File: src/design/assert_macros.svh
// Assertion helpers shared by the RTL. Both expect clk_i and rst_ni in scope.
`ifndef ASSERT_MACROS_SVH
`define ASSERT_MACROS_SVH

// Property must hold at every clock edge outside reset.
`define PFF_ASSERT(label, prop, msg) \
  label: assert property (@(posedge clk_i) disable iff (!rst_ni) prop) else $error(msg);

// Condition must never be true outside reset.
`define PFF_ASSERT_NEVER(label, cond, msg) \
  label: assert property (@(posedge clk_i) disable iff (!rst_ni) !(cond)) else $error(msg);

`endif

File: src/design/pff_pkg.sv
package pff_pkg;

  localparam int NUM_OBJ   = 3;
  localparam int TAG_W     = 16;
  localparam int CNT_OUT_W = 5;
  localparam int COUNT_MAX = 31;

  // Per-lane compare outcome for one stored entry against the candidate.
  typedef struct packed {
    logic ent_dom;   // stored entry dominates the candidate
    logic cand_dom;  // candidate dominates the stored entry
  } lane_res_t;

  // Sequencing strobes from the controller to the merge stage.
  typedef struct packed {
    logic clear;     // new candidate: reset the accumulators
    logic acc;       // lane results of one pass are valid
    logic commit;    // apply the decision to the front
  } merge_ctrl_t;

  // Decision for the current candidate.
  typedef struct packed {
    logic kept;
    logic dominated;
    logic overflow;
  } res_flags_t;

  typedef enum logic [3:0] {
    S_IDLE   = 4'b0001,
    S_SWEEP  = 4'b0010,
    S_LAST   = 4'b0100,
    S_COMMIT = 4'b1000
  } pff_state_e;

endpackage

File: src/design/pff_if.sv
interface pff_in_if #(
  parameter int OBJ_WIDTH = 32
);
  logic                 valid;
  logic                 ready;
  logic [15:0]          solution_tag;
  logic [OBJ_WIDTH-1:0] obj_0;
  logic [OBJ_WIDTH-1:0] obj_1;
  logic [OBJ_WIDTH-1:0] obj_2;

  modport source (output valid, solution_tag, obj_0, obj_1, obj_2, input ready);
  modport sink   (input valid, solution_tag, obj_0, obj_1, obj_2, output ready);
endinterface

interface pff_out_if;
  logic       valid;
  logic       ready;
  logic       kept;
  logic       dominated_by_front;
  logic       overflow_drop;
  logic [4:0] removed_count;
  logic [4:0] front_size;

  modport source (output valid, kept, dominated_by_front, overflow_drop, removed_count,
                  front_size, input ready);
  modport sink   (input valid, kept, dominated_by_front, overflow_drop, removed_count,
                  front_size, output ready);
endinterface

File: src/design/pff_lane.sv
module pff_lane #(
  parameter int OBJ_WIDTH = 32,
  parameter int PASSES    = 4,
  localparam int PassW    = (PASSES > 1) ? $clog2(PASSES) : 1
) (
  input  logic                                          clk_i,
  input  logic [pff_pkg::NUM_OBJ-1:0][OBJ_WIDTH-1:0]    cand_i,
  input  logic [pff_pkg::TAG_W-1:0]                     tag_i,
  input  logic [PassW-1:0]                              rd_addr_i,
  input  logic                                          wr_en_i,
  input  logic [PassW-1:0]                              wr_addr_i,
  output pff_pkg::lane_res_t                            res_o
);
  import pff_pkg::*;

  localparam int ObjBits = NUM_OBJ * OBJ_WIDTH;
  localparam int EntryW  = ObjBits + TAG_W;

  logic [EntryW-1:0]                   mem_q [PASSES];
  logic [EntryW-1:0]                   rd_q;
  logic [NUM_OBJ-1:0][OBJ_WIDTH-1:0]   ent_obj;
  logic [NUM_OBJ-1:0]                  ent_lt;
  logic [NUM_OBJ-1:0]                  cand_lt;

  // Bank of this lane: one entry per pass, registered read.
  always_ff @(posedge clk_i) begin
    if (wr_en_i) begin
      mem_q[wr_addr_i] <= {tag_i, cand_i};
    end
    rd_q <= mem_q[rd_addr_i];
  end

  assign ent_obj = rd_q[ObjBits-1:0];

  // Keys are order keys, so unsigned compares give signed order.
  always_comb begin
    for (int k = 0; k < NUM_OBJ; k++) begin
      ent_lt[k]  = ent_obj[k] < cand_i[k];
      cand_lt[k] = cand_i[k] < ent_obj[k];
    end
  end

  assign res_o.ent_dom  = (cand_lt == '0) && (ent_lt != '0);
  assign res_o.cand_dom = (ent_lt == '0) && (cand_lt != '0);

endmodule

File: src/design/pff_merge.sv
`include "assert_macros.svh"

module pff_merge #(
  parameter int FRONT_DEPTH = 16,
  parameter int NUM_LANES   = 4,
  localparam int PASSES     = (FRONT_DEPTH + NUM_LANES - 1) / NUM_LANES,
  localparam int PassW      = (PASSES > 1) ? $clog2(PASSES) : 1,
  localparam int LaneW      = (NUM_LANES > 1) ? $clog2(NUM_LANES) : 1,
  localparam int CntW       = $clog2(FRONT_DEPTH + 1)
) (
  input  logic                                  clk_i,
  input  logic                                  rst_ni,
  input  pff_pkg::merge_ctrl_t                  ctrl_i,
  input  logic [PassW-1:0]                      pass_i,
  input  pff_pkg::lane_res_t [NUM_LANES-1:0]    res_i,
  output pff_pkg::res_flags_t                   flags_o,
  output logic [CntW-1:0]                       removed_o,
  output logic [CntW-1:0]                       size_next_o,
  output logic [NUM_LANES-1:0]                  wr_lane_o,
  output logic [PassW-1:0]                      wr_pass_o
);
  import pff_pkg::*;

  logic [PASSES-1:0][NUM_LANES-1:0] exist;
  logic [PASSES-1:0][NUM_LANES-1:0] valid_q, valid_d;
  logic [PASSES-1:0][NUM_LANES-1:0] rm_mask_q;
  logic                             dom_q, found_q;
  logic [CntW-1:0]                  rm_cnt_q, size_q;
  logic [PassW-1:0]                 slot_pass_q;
  logic [LaneW-1:0]                 slot_lane_q;

  logic [NUM_LANES-1:0]             row_valid, row_exist, beat, free;
  logic                             dom_any;
  logic [CntW-1:0]                  pass_cnt;
  logic [LaneW-1:0]                 free_lane;
  logic                             kept;

  // Slots past the front depth in the last pass do not exist.
  for (genvar gp = 0; gp < PASSES; gp++) begin : g_pass
    for (genvar gl = 0; gl < NUM_LANES; gl++) begin : g_lane
      assign exist[gp][gl] = (gp * NUM_LANES + gl) < FRONT_DEPTH;
    end
  end

  // Combine the lanes of one pass.
  always_comb begin
    row_valid = valid_q[pass_i];
    row_exist = exist[pass_i];
    dom_any   = 1'b0;
    pass_cnt  = '0;
    free_lane = '0;
    for (int l = 0; l < NUM_LANES; l++) begin
      dom_any  = dom_any | (row_valid[l] & res_i[l].ent_dom);
      beat[l]  = row_valid[l] & res_i[l].cand_dom;
      free[l]  = row_exist[l] & (~row_valid[l] | res_i[l].cand_dom);
      pass_cnt = pass_cnt + CntW'(beat[l]);
    end
    for (int l = NUM_LANES - 1; l >= 0; l--) begin
      if (free[l]) begin
        free_lane = LaneW'(l);
      end
    end
  end

  assign kept              = ~dom_q & found_q;
  assign flags_o.kept      = kept;
  assign flags_o.dominated = dom_q;
  assign flags_o.overflow  = ~dom_q & ~found_q;
  assign removed_o         = dom_q ? '0 : rm_cnt_q;
  assign size_next_o       = size_q - removed_o + CntW'(kept);
  assign wr_pass_o         = slot_pass_q;

  always_comb begin
    for (int l = 0; l < NUM_LANES; l++) begin
      wr_lane_o[l] = ctrl_i.commit & kept & (slot_lane_q == LaneW'(l));
    end
  end

  always_comb begin
    valid_d = valid_q;
    if (!dom_q) begin
      valid_d = valid_q & ~rm_mask_q;
      if (found_q) begin
        valid_d[slot_pass_q][slot_lane_q] = 1'b1;
      end
    end
  end

  always_ff @(posedge clk_i or negedge rst_ni) begin
    if (!rst_ni) begin
      valid_q     <= '0;
      rm_mask_q   <= '0;
      dom_q       <= 1'b0;
      found_q     <= 1'b0;
      rm_cnt_q    <= '0;
      size_q      <= '0;
      slot_pass_q <= '0;
      slot_lane_q <= '0;
    end else if (ctrl_i.clear) begin
      rm_mask_q <= '0;
      dom_q     <= 1'b0;
      found_q   <= 1'b0;
      rm_cnt_q  <= '0;
    end else if (ctrl_i.acc) begin
      dom_q             <= dom_q | dom_any;
      rm_mask_q[pass_i] <= beat;
      rm_cnt_q          <= rm_cnt_q + pass_cnt;
      if (!found_q && (free != '0)) begin
        found_q     <= 1'b1;
        slot_pass_q <= pass_i;
        slot_lane_q <= free_lane;
      end
    end else if (ctrl_i.commit) begin
      valid_q   <= valid_d;
      size_q    <= size_next_o;
      rm_mask_q <= '0;
    end
  end

  `PFF_ASSERT(a_size_matches_valid, $countones(valid_q) == int'(size_q), "front size out of sync")
  `PFF_ASSERT_NEVER(a_rm_outside_valid, (rm_mask_q & ~valid_q) != '0, "removal of empty slot")
  `PFF_ASSERT_NEVER(a_pad_slot_valid, (valid_q & ~exist) != '0, "nonexistent slot marked valid")

endmodule

File: src/design/pareto_front_filter_top.sv
// Bounded Pareto front filter, all objectives minimized. Each transfer on cand_i is one
// candidate (tag plus three signed Q16.16 objectives); each candidate yields exactly one
// transfer on res_o reporting whether it was kept, dominated by the front, or dropped
// because all FRONT_DEPTH slots stayed occupied, with the number of entries it evicted
// and the front size afterwards (both saturate at 31). NUM_LANES compare lanes each own
// one bank of the store and test one entry per cycle. A candidate runs through the
// sweep, one bank row per pass, the last state for the registered read of the final
// row, and the commit state, which waits while the output register is full and not
// taken, then returns to idle. One candidate is in flight at a time; a finished
// result waits in the output register while the next candidate is already taken in.
// Candidates with equal objectives are both kept. Stored entries are undefined until
// written but are only read behind their valid bits, which reset clears at once.
`include "assert_macros.svh"

module pareto_front_filter_top #(
  parameter int FRONT_DEPTH = 16,
  parameter int OBJ_WIDTH   = 32,
  parameter int NUM_LANES   = 4
) (
  input  logic         clk_i,
  input  logic         rst_ni,
  pff_in_if.sink       cand_i,
  pff_out_if.source    res_o
);
  import pff_pkg::*;

  localparam int PASSES = (FRONT_DEPTH + NUM_LANES - 1) / NUM_LANES;
  localparam int PassW  = (PASSES > 1) ? $clog2(PASSES) : 1;
  localparam int CntW   = $clog2(FRONT_DEPTH + 1);

  pff_state_e                         state_q, state_d;
  logic [PassW-1:0]                   pass_q;
  logic                               cmp_vld_q;
  logic [PassW-1:0]                   cmp_pass_q;
  logic [NUM_OBJ-1:0][OBJ_WIDTH-1:0]  cand_q;
  logic [TAG_W-1:0]                   tag_q;

  logic                               in_xfer, commit;
  merge_ctrl_t                        ctrl;
  lane_res_t [NUM_LANES-1:0]          lane_res;
  res_flags_t                         flags;
  logic [CntW-1:0]                    removed, size_next;
  logic [NUM_LANES-1:0]               wr_lane;
  logic [PassW-1:0]                   wr_pass;

  logic                               out_valid_q;
  res_flags_t                         out_flags_q;
  logic [CNT_OUT_W-1:0]               out_removed_q, out_size_q;

  // Accept only between candidates; the result register decouples the output side.
  assign cand_i.ready = (state_q == S_IDLE);
  assign in_xfer      = cand_i.valid & cand_i.ready;
  assign commit       = (state_q == S_COMMIT) & (~out_valid_q | res_o.ready);

  always_comb begin
    state_d = state_q;
    unique case (state_q)
      S_IDLE:   if (in_xfer) state_d = S_SWEEP;
      S_SWEEP:  if (pass_q == PassW'(PASSES - 1)) state_d = S_LAST;
      S_LAST:   state_d = S_COMMIT;
      S_COMMIT: if (commit) state_d = S_IDLE;
      default:  state_d = S_IDLE;
    endcase
  end

  always_ff @(posedge clk_i or negedge rst_ni) begin
    if (!rst_ni) begin
      state_q    <= S_IDLE;
      pass_q     <= '0;
      cmp_vld_q  <= 1'b0;
      cmp_pass_q <= '0;
    end else begin
      state_q    <= state_d;
      // Results of the row read this cycle reach the merge stage next cycle.
      cmp_vld_q  <= (state_q == S_SWEEP);
      cmp_pass_q <= pass_q;
      if (in_xfer) begin
        pass_q <= '0;
      end else if (state_q == S_SWEEP) begin
        pass_q <= pass_q + PassW'(1);
      end
    end
  end

  // Hold the candidate as order keys: flip the sign bit so unsigned compare is signed.
  always_ff @(posedge clk_i) begin
    if (in_xfer) begin
      tag_q     <= cand_i.solution_tag;
      cand_q[0] <= {~cand_i.obj_0[OBJ_WIDTH-1], cand_i.obj_0[OBJ_WIDTH-2:0]};
      cand_q[1] <= {~cand_i.obj_1[OBJ_WIDTH-1], cand_i.obj_1[OBJ_WIDTH-2:0]};
      cand_q[2] <= {~cand_i.obj_2[OBJ_WIDTH-1], cand_i.obj_2[OBJ_WIDTH-2:0]};
    end
  end

  // One lane per bank; lane l owns entries pass * NUM_LANES + l.
  for (genvar gl = 0; gl < NUM_LANES; gl++) begin : g_lane
    pff_lane #(
      .OBJ_WIDTH (OBJ_WIDTH),
      .PASSES    (PASSES)
    ) u_lane (
      .clk_i     (clk_i),
      .cand_i    (cand_q),
      .tag_i     (tag_q),
      .rd_addr_i (pass_q),
      .wr_en_i   (wr_lane[gl]),
      .wr_addr_i (wr_pass),
      .res_o     (lane_res[gl])
    );
  end

  assign ctrl.clear  = in_xfer;
  assign ctrl.acc    = cmp_vld_q;
  assign ctrl.commit = commit;

  // Merge stage: accumulates dominance, evictions and the first free slot over passes,
  // then applies the decision to the valid bits on commit.
  pff_merge #(
    .FRONT_DEPTH (FRONT_DEPTH),
    .NUM_LANES   (NUM_LANES)
  ) u_merge (
    .clk_i       (clk_i),
    .rst_ni      (rst_ni),
    .ctrl_i      (ctrl),
    .pass_i      (cmp_pass_q),
    .res_i       (lane_res),
    .flags_o     (flags),
    .removed_o   (removed),
    .size_next_o (size_next),
    .wr_lane_o   (wr_lane),
    .wr_pass_o   (wr_pass)
  );

  // Result register; counts saturate to the 5-bit output fields.
  always_ff @(posedge clk_i or negedge rst_ni) begin
    if (!rst_ni) begin
      out_valid_q <= 1'b0;
    end else if (commit) begin
      out_valid_q <= 1'b1;
    end else if (res_o.ready) begin
      out_valid_q <= 1'b0;
    end
  end

  always_ff @(posedge clk_i) begin
    if (commit) begin
      out_flags_q   <= flags;
      out_removed_q <= (32'(removed) > 32'(COUNT_MAX)) ? CNT_OUT_W'(COUNT_MAX)
                                                       : CNT_OUT_W'(removed);
      out_size_q    <= (32'(size_next) > 32'(COUNT_MAX)) ? CNT_OUT_W'(COUNT_MAX)
                                                         : CNT_OUT_W'(size_next);
    end
  end

  assign res_o.valid              = out_valid_q;
  assign res_o.kept               = out_flags_q.kept;
  assign res_o.dominated_by_front = out_flags_q.dominated;
  assign res_o.overflow_drop      = out_flags_q.overflow;
  assign res_o.removed_count      = out_removed_q;
  assign res_o.front_size         = out_size_q;

  `PFF_ASSERT(a_xfer_starts_sweep, in_xfer |=> (state_q == S_SWEEP), "sweep did not start")
  `PFF_ASSERT(a_commit_shows_result, commit |=> out_valid_q, "committed result not presented")
  `PFF_ASSERT_NEVER(a_flags_exclusive,
    out_valid_q && (out_flags_q.kept + out_flags_q.dominated + out_flags_q.overflow != 2'd1),
    "result flags not exclusive")

endmodule
File: src/flat_wrapper.sv
// flat-port wrapper written by rule: the top's interface ports become plain ports
module pareto_front_filter_top_flat import pff_pkg::*;
#(
  parameter int FRONT_DEPTH = 16,
  parameter int OBJ_WIDTH   = 32,
  parameter int NUM_LANES   = 4
)
  (clk_i, rst_ni, cand_i_valid, cand_i_solution_tag, cand_i_obj_0, cand_i_obj_1, cand_i_obj_2, cand_i_ready, res_o_valid, res_o_kept, res_o_dominated_by_front, res_o_overflow_drop, res_o_removed_count, res_o_front_size, res_o_ready);
  pff_in_if #(.OBJ_WIDTH(OBJ_WIDTH)) cand_i_i ();
  pff_out_if res_o_i ();
  input  logic clk_i;
  input  logic rst_ni;
  input wire logic [$bits(cand_i_i.valid)-1:0] cand_i_valid;
  input wire logic [$bits(cand_i_i.solution_tag)-1:0] cand_i_solution_tag;
  input wire logic [$bits(cand_i_i.obj_0)-1:0] cand_i_obj_0;
  input wire logic [$bits(cand_i_i.obj_1)-1:0] cand_i_obj_1;
  input wire logic [$bits(cand_i_i.obj_2)-1:0] cand_i_obj_2;
  output wire logic [$bits(cand_i_i.ready)-1:0] cand_i_ready;
  output wire logic [$bits(res_o_i.valid)-1:0] res_o_valid;
  output wire logic [$bits(res_o_i.kept)-1:0] res_o_kept;
  output wire logic [$bits(res_o_i.dominated_by_front)-1:0] res_o_dominated_by_front;
  output wire logic [$bits(res_o_i.overflow_drop)-1:0] res_o_overflow_drop;
  output wire logic [$bits(res_o_i.removed_count)-1:0] res_o_removed_count;
  output wire logic [$bits(res_o_i.front_size)-1:0] res_o_front_size;
  input wire logic [$bits(res_o_i.ready)-1:0] res_o_ready;
  assign cand_i_i.valid = cand_i_valid;
  assign cand_i_i.solution_tag = cand_i_solution_tag;
  assign cand_i_i.obj_0 = cand_i_obj_0;
  assign cand_i_i.obj_1 = cand_i_obj_1;
  assign cand_i_i.obj_2 = cand_i_obj_2;
  assign cand_i_ready = cand_i_i.ready;
  assign res_o_valid = res_o_i.valid;
  assign res_o_kept = res_o_i.kept;
  assign res_o_dominated_by_front = res_o_i.dominated_by_front;
  assign res_o_overflow_drop = res_o_i.overflow_drop;
  assign res_o_removed_count = res_o_i.removed_count;
  assign res_o_front_size = res_o_i.front_size;
  assign res_o_i.ready = res_o_ready;
  pareto_front_filter_top #(.FRONT_DEPTH(FRONT_DEPTH), .OBJ_WIDTH(OBJ_WIDTH), .NUM_LANES(NUM_LANES)) u_core (.clk_i(clk_i), .rst_ni(rst_ni), .cand_i(cand_i_i), .res_o(res_o_i));
endmodule
File: config.mk
export PLATFORM = sky130hd
export DESIGN_NAME = pareto_front_filter_top_flat
export DESIGN_NICKNAME = d
export VERILOG_FILES = /design/src/design/pff_pkg.sv /design/src/design/pff_if.sv /design/src/design/pff_lane.sv /design/src/design/pff_merge.sv /design/src/design/pareto_front_filter_top.sv /design/src/flat_wrapper.sv
export VERILOG_INCLUDE_DIRS = /design/src /design/src/design
export SDC_FILE = /design/constraint.sdc
export NUM_CORES = 2
export LEC_CHECK = 0
export ABC_AREA = 1
export BUFFER_PORTS_ARGS = -buffer_cell sky130_fd_sc_hd__buf_4
export CORE_MARGIN = 1.5
export CORE_UTILIZATION = 55
export DETAILED_ROUTE_END_ITERATION = 10
export PLACE_DENSITY = 0.67
export SYNTH_ARGS = -nofsm -noshare
export SYNTH_HDL_FRONTEND = slang
export SYNTH_HIERARCHICAL = 1
export SYNTH_SLANG_ARGS = --single-unit
File: constraint.sdc
create_clock -name clk_i -period 24 [get_ports clk_i]
set_clock_uncertainty 0.05 [all_clocks]
set_input_delay 0 -clock clk_i [delete_from_list [all_inputs] [get_ports clk_i]]
set_output_delay 0 -clock clk_i [all_outputs]
set_load 0.02 [all_outputs]
=== After elaboration in Yosys (flattened, before gate mapping) ===
Memory sizes are Yosys's and may differ from the RTL's. A register that Yosys moved wholly into a read port is not among the register bits.
Cells that the tools add are included.

* Bits in registers: 183
* Bits in writable memories: 1792
* Input port bits: 116
* Output and inout bits: 15
* Memories kept: 4

{| class="wikitable"
|+ Memories
! name !! words !! width !! read ports !! clocked after memory_dff !! wr ports !! RTL line !! source
|-
| u_core.g_lane[0].u_lane.mem_q || 4 || 112 || 1 || 1 || 1 || pff_lane.sv:19 || <nowiki>logic [EntryW-1:0] mem_q [PASSES];</nowiki>
|-
| u_core.g_lane[1].u_lane.mem_q || 4 || 112 || 1 || 1 || 1 || pff_lane.sv:19 ||
|-
| u_core.g_lane[2].u_lane.mem_q || 4 || 112 || 1 || 1 || 1 || pff_lane.sv:19 ||
|-
| u_core.g_lane[3].u_lane.mem_q || 4 || 112 || 1 || 1 || 1 || pff_lane.sv:19 ||
|}

* Add/subtract/negate cells: 7
* $lt $le $gt $ge: 30
* Eq/ne operators: 11
* Mux-type cells: 43
* Bitwise logic cells: 45
* Reductions and logical operators: 41

{| class="wikitable"
|+ Operators by type and width
! operator !! number
|-
| 32-bit less-than comparator || 24
|-
| 16-bit two-way mux || 4
|-
| 4-bit two-way mux || 7
|-
| 3-bit nonzero test || 9
|-
| 3-bit zero test || 8
|-
| 1-bit AND || 21
|-
| 16-bit AND || 1
|-
| 4-bit binary-select mux with 2-bit select || 2
|-
| 16-bit bitwise mux || 1
|-
| 4-bit demux with 2-bit select || 2
|-
| 1-bit two-way mux || 16
|-
| 16-bit NOT || 1
|-
| 16-bit bitwise OR || 1
|-
| 4-bit one-hot mux with 4 select lines || 1
|-
| 5-bit two-way mux || 3
|-
| 1-bit logical AND || 12
|-
| 2-bit two-way mux || 6
|-
| 1-bit NOT || 12
|-
| 2-bit by 3-bit less-than comparator with 1-bit output (second input constant) || 3
|-
| 1-bit bitwise OR || 9
|-
| 3-bit AND reduction || 3
|-
| 2-bit nonzero test || 4
|-
| 2-bit == test (second input constant) || 3
|-
| 2-bit by 1-bit greater-or-equal comparator with 1-bit output (second input constant) || 3
|-
| 20 further kinds || 21
|}

=== Logic depth before layout (Yosys ltp) ===
* Depth in word-level cells: 10
* Depth in mapped cells: 27

=== By module ===
The synthesis kept the hierarchy.

{| class="wikitable"
|+ By module, submodules not included
! module !! instances !! cells an instance !! area an instance (µm²) !! sequential area each (µm²)
|-
| pff_lane at u_core.g_lane[1].u_lane ... || 3 || 1452 || 18650.4 || 13452.9
|-
| pff_lane at u_core.g_lane[0].u_lane || 1 || 1451 || 18667.9 || 13452.9
|-
| pareto_front_filter_top || 1 || 174 || 4201.5 || 4005.1
|-
| pff_merge || 1 || 332 || 2805.2 || 1201.2
|}

=== Worst setup path after synthesis ===
Ideal clock, no wire load.

* Kind: register to register
* Start point: register u_core.state_q[3]
* End point: memory u_core/g_lane[0].u_lane/mem_q[1][0] in the netlist's numbering, enable pin
* Arrival: 8.208 ns
* Setup slack: 15.073 ns
* Stages on the path, launching flop included: 9
* Period minus slack after synthesis: 8.927 ns
* Path through: dfrtp_1 -> inv_1 -> nor2_1 -> nand2_1 -> nor2_1 -> nand2_1 -> nor3_1 -> inv_1 -> nor3_1

* Longest elaborated chain between the ends: 6

{| class="wikitable"
|+ RTL lines
! item !! RTL line !! source
|-
| from (decl) || pareto_front_filter_top.sv:31 || <nowiki>pff_state_e state_q, state_d;</nowiki>
|-
| from (signal assigned) || pareto_front_filter_top.sv:73 || <nowiki>state_q <= state_d;</nowiki>
|-
| 4-bit == test || pareto_front_filter_top.sv:53 || <nowiki>assign commit = (state_q == S_COMMIT) & (~out_valid_q | res_o.ready);</nowiki>
|-
| 1-bit AND || pareto_front_filter_top.sv:53 ||
|-
| named net u_core.commit || pareto_front_filter_top.sv:38 || <nowiki>logic in_xfer, commit;</nowiki>
|-
| 1-bit AND (2 in series) || pff_merge.sv:75 || <nowiki>wr_lane_o[l] = ctrl_i.commit & kept & (slot_lane_q == LaneW'(l));</nowiki>
|-
| named net u_core.wr_lane[0] || pareto_front_filter_top.sv:43 || <nowiki>logic [NUM_LANES-1:0] wr_lane;</nowiki>
|-
| 1-bit two-way mux || pff_lane.sv:27 || <nowiki>if (wr_en_i) begin</nowiki>
|-
| 1-bit two-way mux (implied by the code) || pff_lane.sv:28 || <nowiki>mem_q[wr_addr_i] <= {tag_i, cand_i};</nowiki>
|-
| to (decl) || pff_lane.sv:19 ||
|}

The timed path passes the listed nets, and every way through them passes these cells.

=== Worst setup path after layout ===
* Start point: register u_core.state_q[0]
* End point: memory u_core/g_lane[3].u_lane/mem_q[2][6] in the netlist's numbering, enable pin

* Longest elaborated chain between the ends: 6

{| class="wikitable"
|+ RTL lines
! item !! RTL line
|-
| 4-bit == test || pareto_front_filter_top.sv:53
|-
| 1-bit AND || pareto_front_filter_top.sv:53
|-
| named net u_core.commit || pareto_front_filter_top.sv:38
|-
| 1-bit AND (2 in series) || pff_merge.sv:75
|-
| named net u_core.wr_lane[3] || pareto_front_filter_top.sv:43
|-
| 1-bit two-way mux || pff_lane.sv:27
|-
| 1-bit two-way mux (implied by the code) || pff_lane.sv:28
|-
| to (decl) || pff_lane.sv:19
|}

The timed path passes the listed nets, and every way through them passes these cells.

==> results.yml <==
routing:
  routedWlPerCell_um: 21.2
  antenna_left: 0
  drtIter0Drc: 3656
  viasPerCell: 5.62
  first_pass_iters: 6
  routed_wl_um: 185000
  drc: 0
  vias: 49100
power_and_ir_drop:
  clkPwrFrac: 0.314
  leakage_nw: 35.1
  p_per_area_nw_per_um2: 110
  sw_frac_of_total: 0.315
  p_switching_mw: 3.22
  p_comb_frac: 0.231
  power.internal_mw: 7.02
  ir_drop_mv: 0.110
  seqPwrFrac: 0.455
placement:
  io_buffers: 114
  routabilityCongestion: 0.810
  post-place-ws_ns: 18.56
  hpwl_um: 95700
die:
  fp.dieH_um: 387
  rows: 140
  ios: 131
  dieArea_sq_um: 150000
  chipWidth_um: 387
  core_area_sq_um: 146000
  start_util: 0.555
grt:
  grt_max_degree: 205
  antenna_found_initial: 3
  gr-total-overflow: 0
  grt_usage: 0.247
  grt_pass1_vias: 48000
  grt_first_pass_wirelength_um: 282000
sta:
  timing.fmax_mhz: 188
  fin_hold_ws_ns: 0.200
  maxSlewHeadroom: 0.200
  slew_violations: 0
  hold_viol: 0
  fin_ws_ns: 18.67
  period_needed_ns: 5.33
  rsz0062_at_grt: "no"
  worstMarginPinSlew_ns: 1.20
  fin_tns_setup_ns: 0
  setup_viol: 0
  fin_crit_sh: 0.222
setup_path:
  reg2reg_depth: 9
  slowest_delay_ns: 0.90
  worstPathMaxFanout: 47
  required_ns: 24.40
  crit_chain: "nor2_1, nand2_1, nor2_1, nand2_1, nor3_1, inv_1, nor3_2, buf_4, buf_4"
  start_kind: "flip-flop"
  cp-end-kind: "flip-flop"
  reg2reg_from: "u_core/state_q[0]"
  critical_path_class: "flip-flop to flip-flop"
  worstReg2RegEnd: "u_core/g_lane[3].u_lane/mem_q[2][6]"
  cp-startpoint: "u_core/state_q[0]"
  r2r_slack_ns: 18.67
  cp_slowest_cell: "nor2_1"
  critPathArrivalTime_ns: 5.73
clock_network:
  clock_latency_ns: 0.84
  clkTransAtPathRegs_ns: 0.06
  cts_setup_buffers: 0
  cts_buffers: 204
  cts_htree_levels: 4
  cts.sinks: 2087
  cts_root_buffer: "clkbuf_16"
  cts_tree: "built"
  ctsLongestPathBuffers: 3
status:
  status: "finished, final reports clean"
final_layout:
  antennaDiodeCount: 0
  area_growth_pct: 14.4
  fin_nets: 7149
  final_layout_size_suffix_gt1_frac: 0.0912
min_path:
  hold_path.class: "input pin to async pin"
logic_synthesis:
  syn_avg_cell_area_sq_um: 12.9
  synth_cells: 6297
  synth_nets: 6811
  yosysWarnings: 6
  netlist_area_sq_um: 81100
flow_run:
  maxCapViolations: 0
==> layout make-up <==
class | count | area [sq um]
Inverter | 558 | 2150
Tap cell | 1917 | 2400
Clock buffer | 296 | 5810
Multi-Input combinational cell | 3397 | 19400
Fill cell | 10900 | 53300
Timing Repair Buffer | 387 | 3470
Sequential cell | 2087 | 58500
Clock inverter | 92 | 1030
==> per-layer routing <==
| layer | part of all wire | global-route usage | vias to the layer above | wire (um) |
|---|---|---|---|---|
| met3 | 0.057 | 0.0365 | 315 | 10500 |
| li1 | - | - | 23200 | - |
| met4 | 0.027 | 0.0774 | 0 | 4910 |
| met1 | 0.43 | 0.329 | 24200 | 79200 |
| met5 | 0 | 0 | - | 0 |
| met2 | 0.49 | 0.418 | 1377 | 90700 |
==> worst max-delay path, delay by kind of cell (launching register included) <==
kind	cells	cell delay (ns)
flip-flops	1	0.39
buffers and inverters	3	1.85
AND/OR/NAND/NOR	6	2.53
==> worst max-delay path by stage <==
stage,slack [ns],cells past startpoint,endpoint
finish,18.67,9,u_core/g_lane[3].u_lane/mem_q[2][6]
CTS,18.53,9,u_core/g_lane[3].u_lane/mem_q[2][84]
global placement,18.68,9,u_core/g_lane[3].u_lane/mem_q[2][77]
detailed placement,18.56,9,u_core/g_lane[3].u_lane/mem_q[2][77]
floorplan,15.07,8,u_core/g_lane[0].u_lane/mem_q[1][0]
global route,18.28,9,u_core/g_lane[3].u_lane/mem_q[2][6]
==> state kept, by name, summed over array words and instances, names as in the netlist, 2 cells and up <==
signal and count:
u_core/u_merge/valid_q 16, u_core/u_merge/size_q 5, u_core/pass_q 2, u_core/g_lane.u_lane/rd_q 384
u_core/state_q 4, u_core/cand_q 96, u_core/u_merge/rm_cnt_q 5, u_core/res_o.removed_count 5
u_core/u_merge/rm_mask_q 16, u_core/u_merge/slot_lane_q 2, u_core/cmp_pass_q 2, u_core/g_lane.u_lane/mem_q 1536
u_core/u_merge/wr_pass_o 2, u_core/res_o.front_size 5
==> through the flow <==
stage | instances | power [mW] | utilization | instance area (sq um)
after floorplan | 6297 | 6.29 | - | 81100
after global placement | 8147 | 6.98 | 0.575 | 84000
after detailed placement | 8147 | 7.06 | 0.575 | 84000
after CTS | 8734 | 10.3 | 0.635 | 92800
after global routing | 8734 | 10.8 | 0.635 | 92800
final | 8734 | 10.2 | 0.635 | 92800
==> placed cells by master, fill, tap and decap left out, drive strengths merged, types with 198 or more instances in the layout <==
master          n
clkbuf        296
dfxtp         384
dlygate4sd3   198
edfxtp       1645
ha            394
inv           563
nand2         487
nor2          916
o21ai         823
o22ai         401
==> power groups by stage <==
stage / sequential [mW] / clock, mW / combinational [mW]
after floorplan: 4.63 / 0 / 1.66
after global placement: 4.73 / 0 / 2.25
after detailed placement: 4.74 / 0 / 2.33
after CTS: 4.67 / 3.27 / 2.37
after global routing: 4.71 / 3.41 / 2.67
final: 4.66 / 3.21 / 2.37
==> what timing repair did <==
item                                    CTS  global route
endpoints found under the setup margin    0             0
endpoints found under the hold margin   245             0
hold buffers                            199             0
gates resized for setup                   0             0
Power figures use the tool's default switching activity.
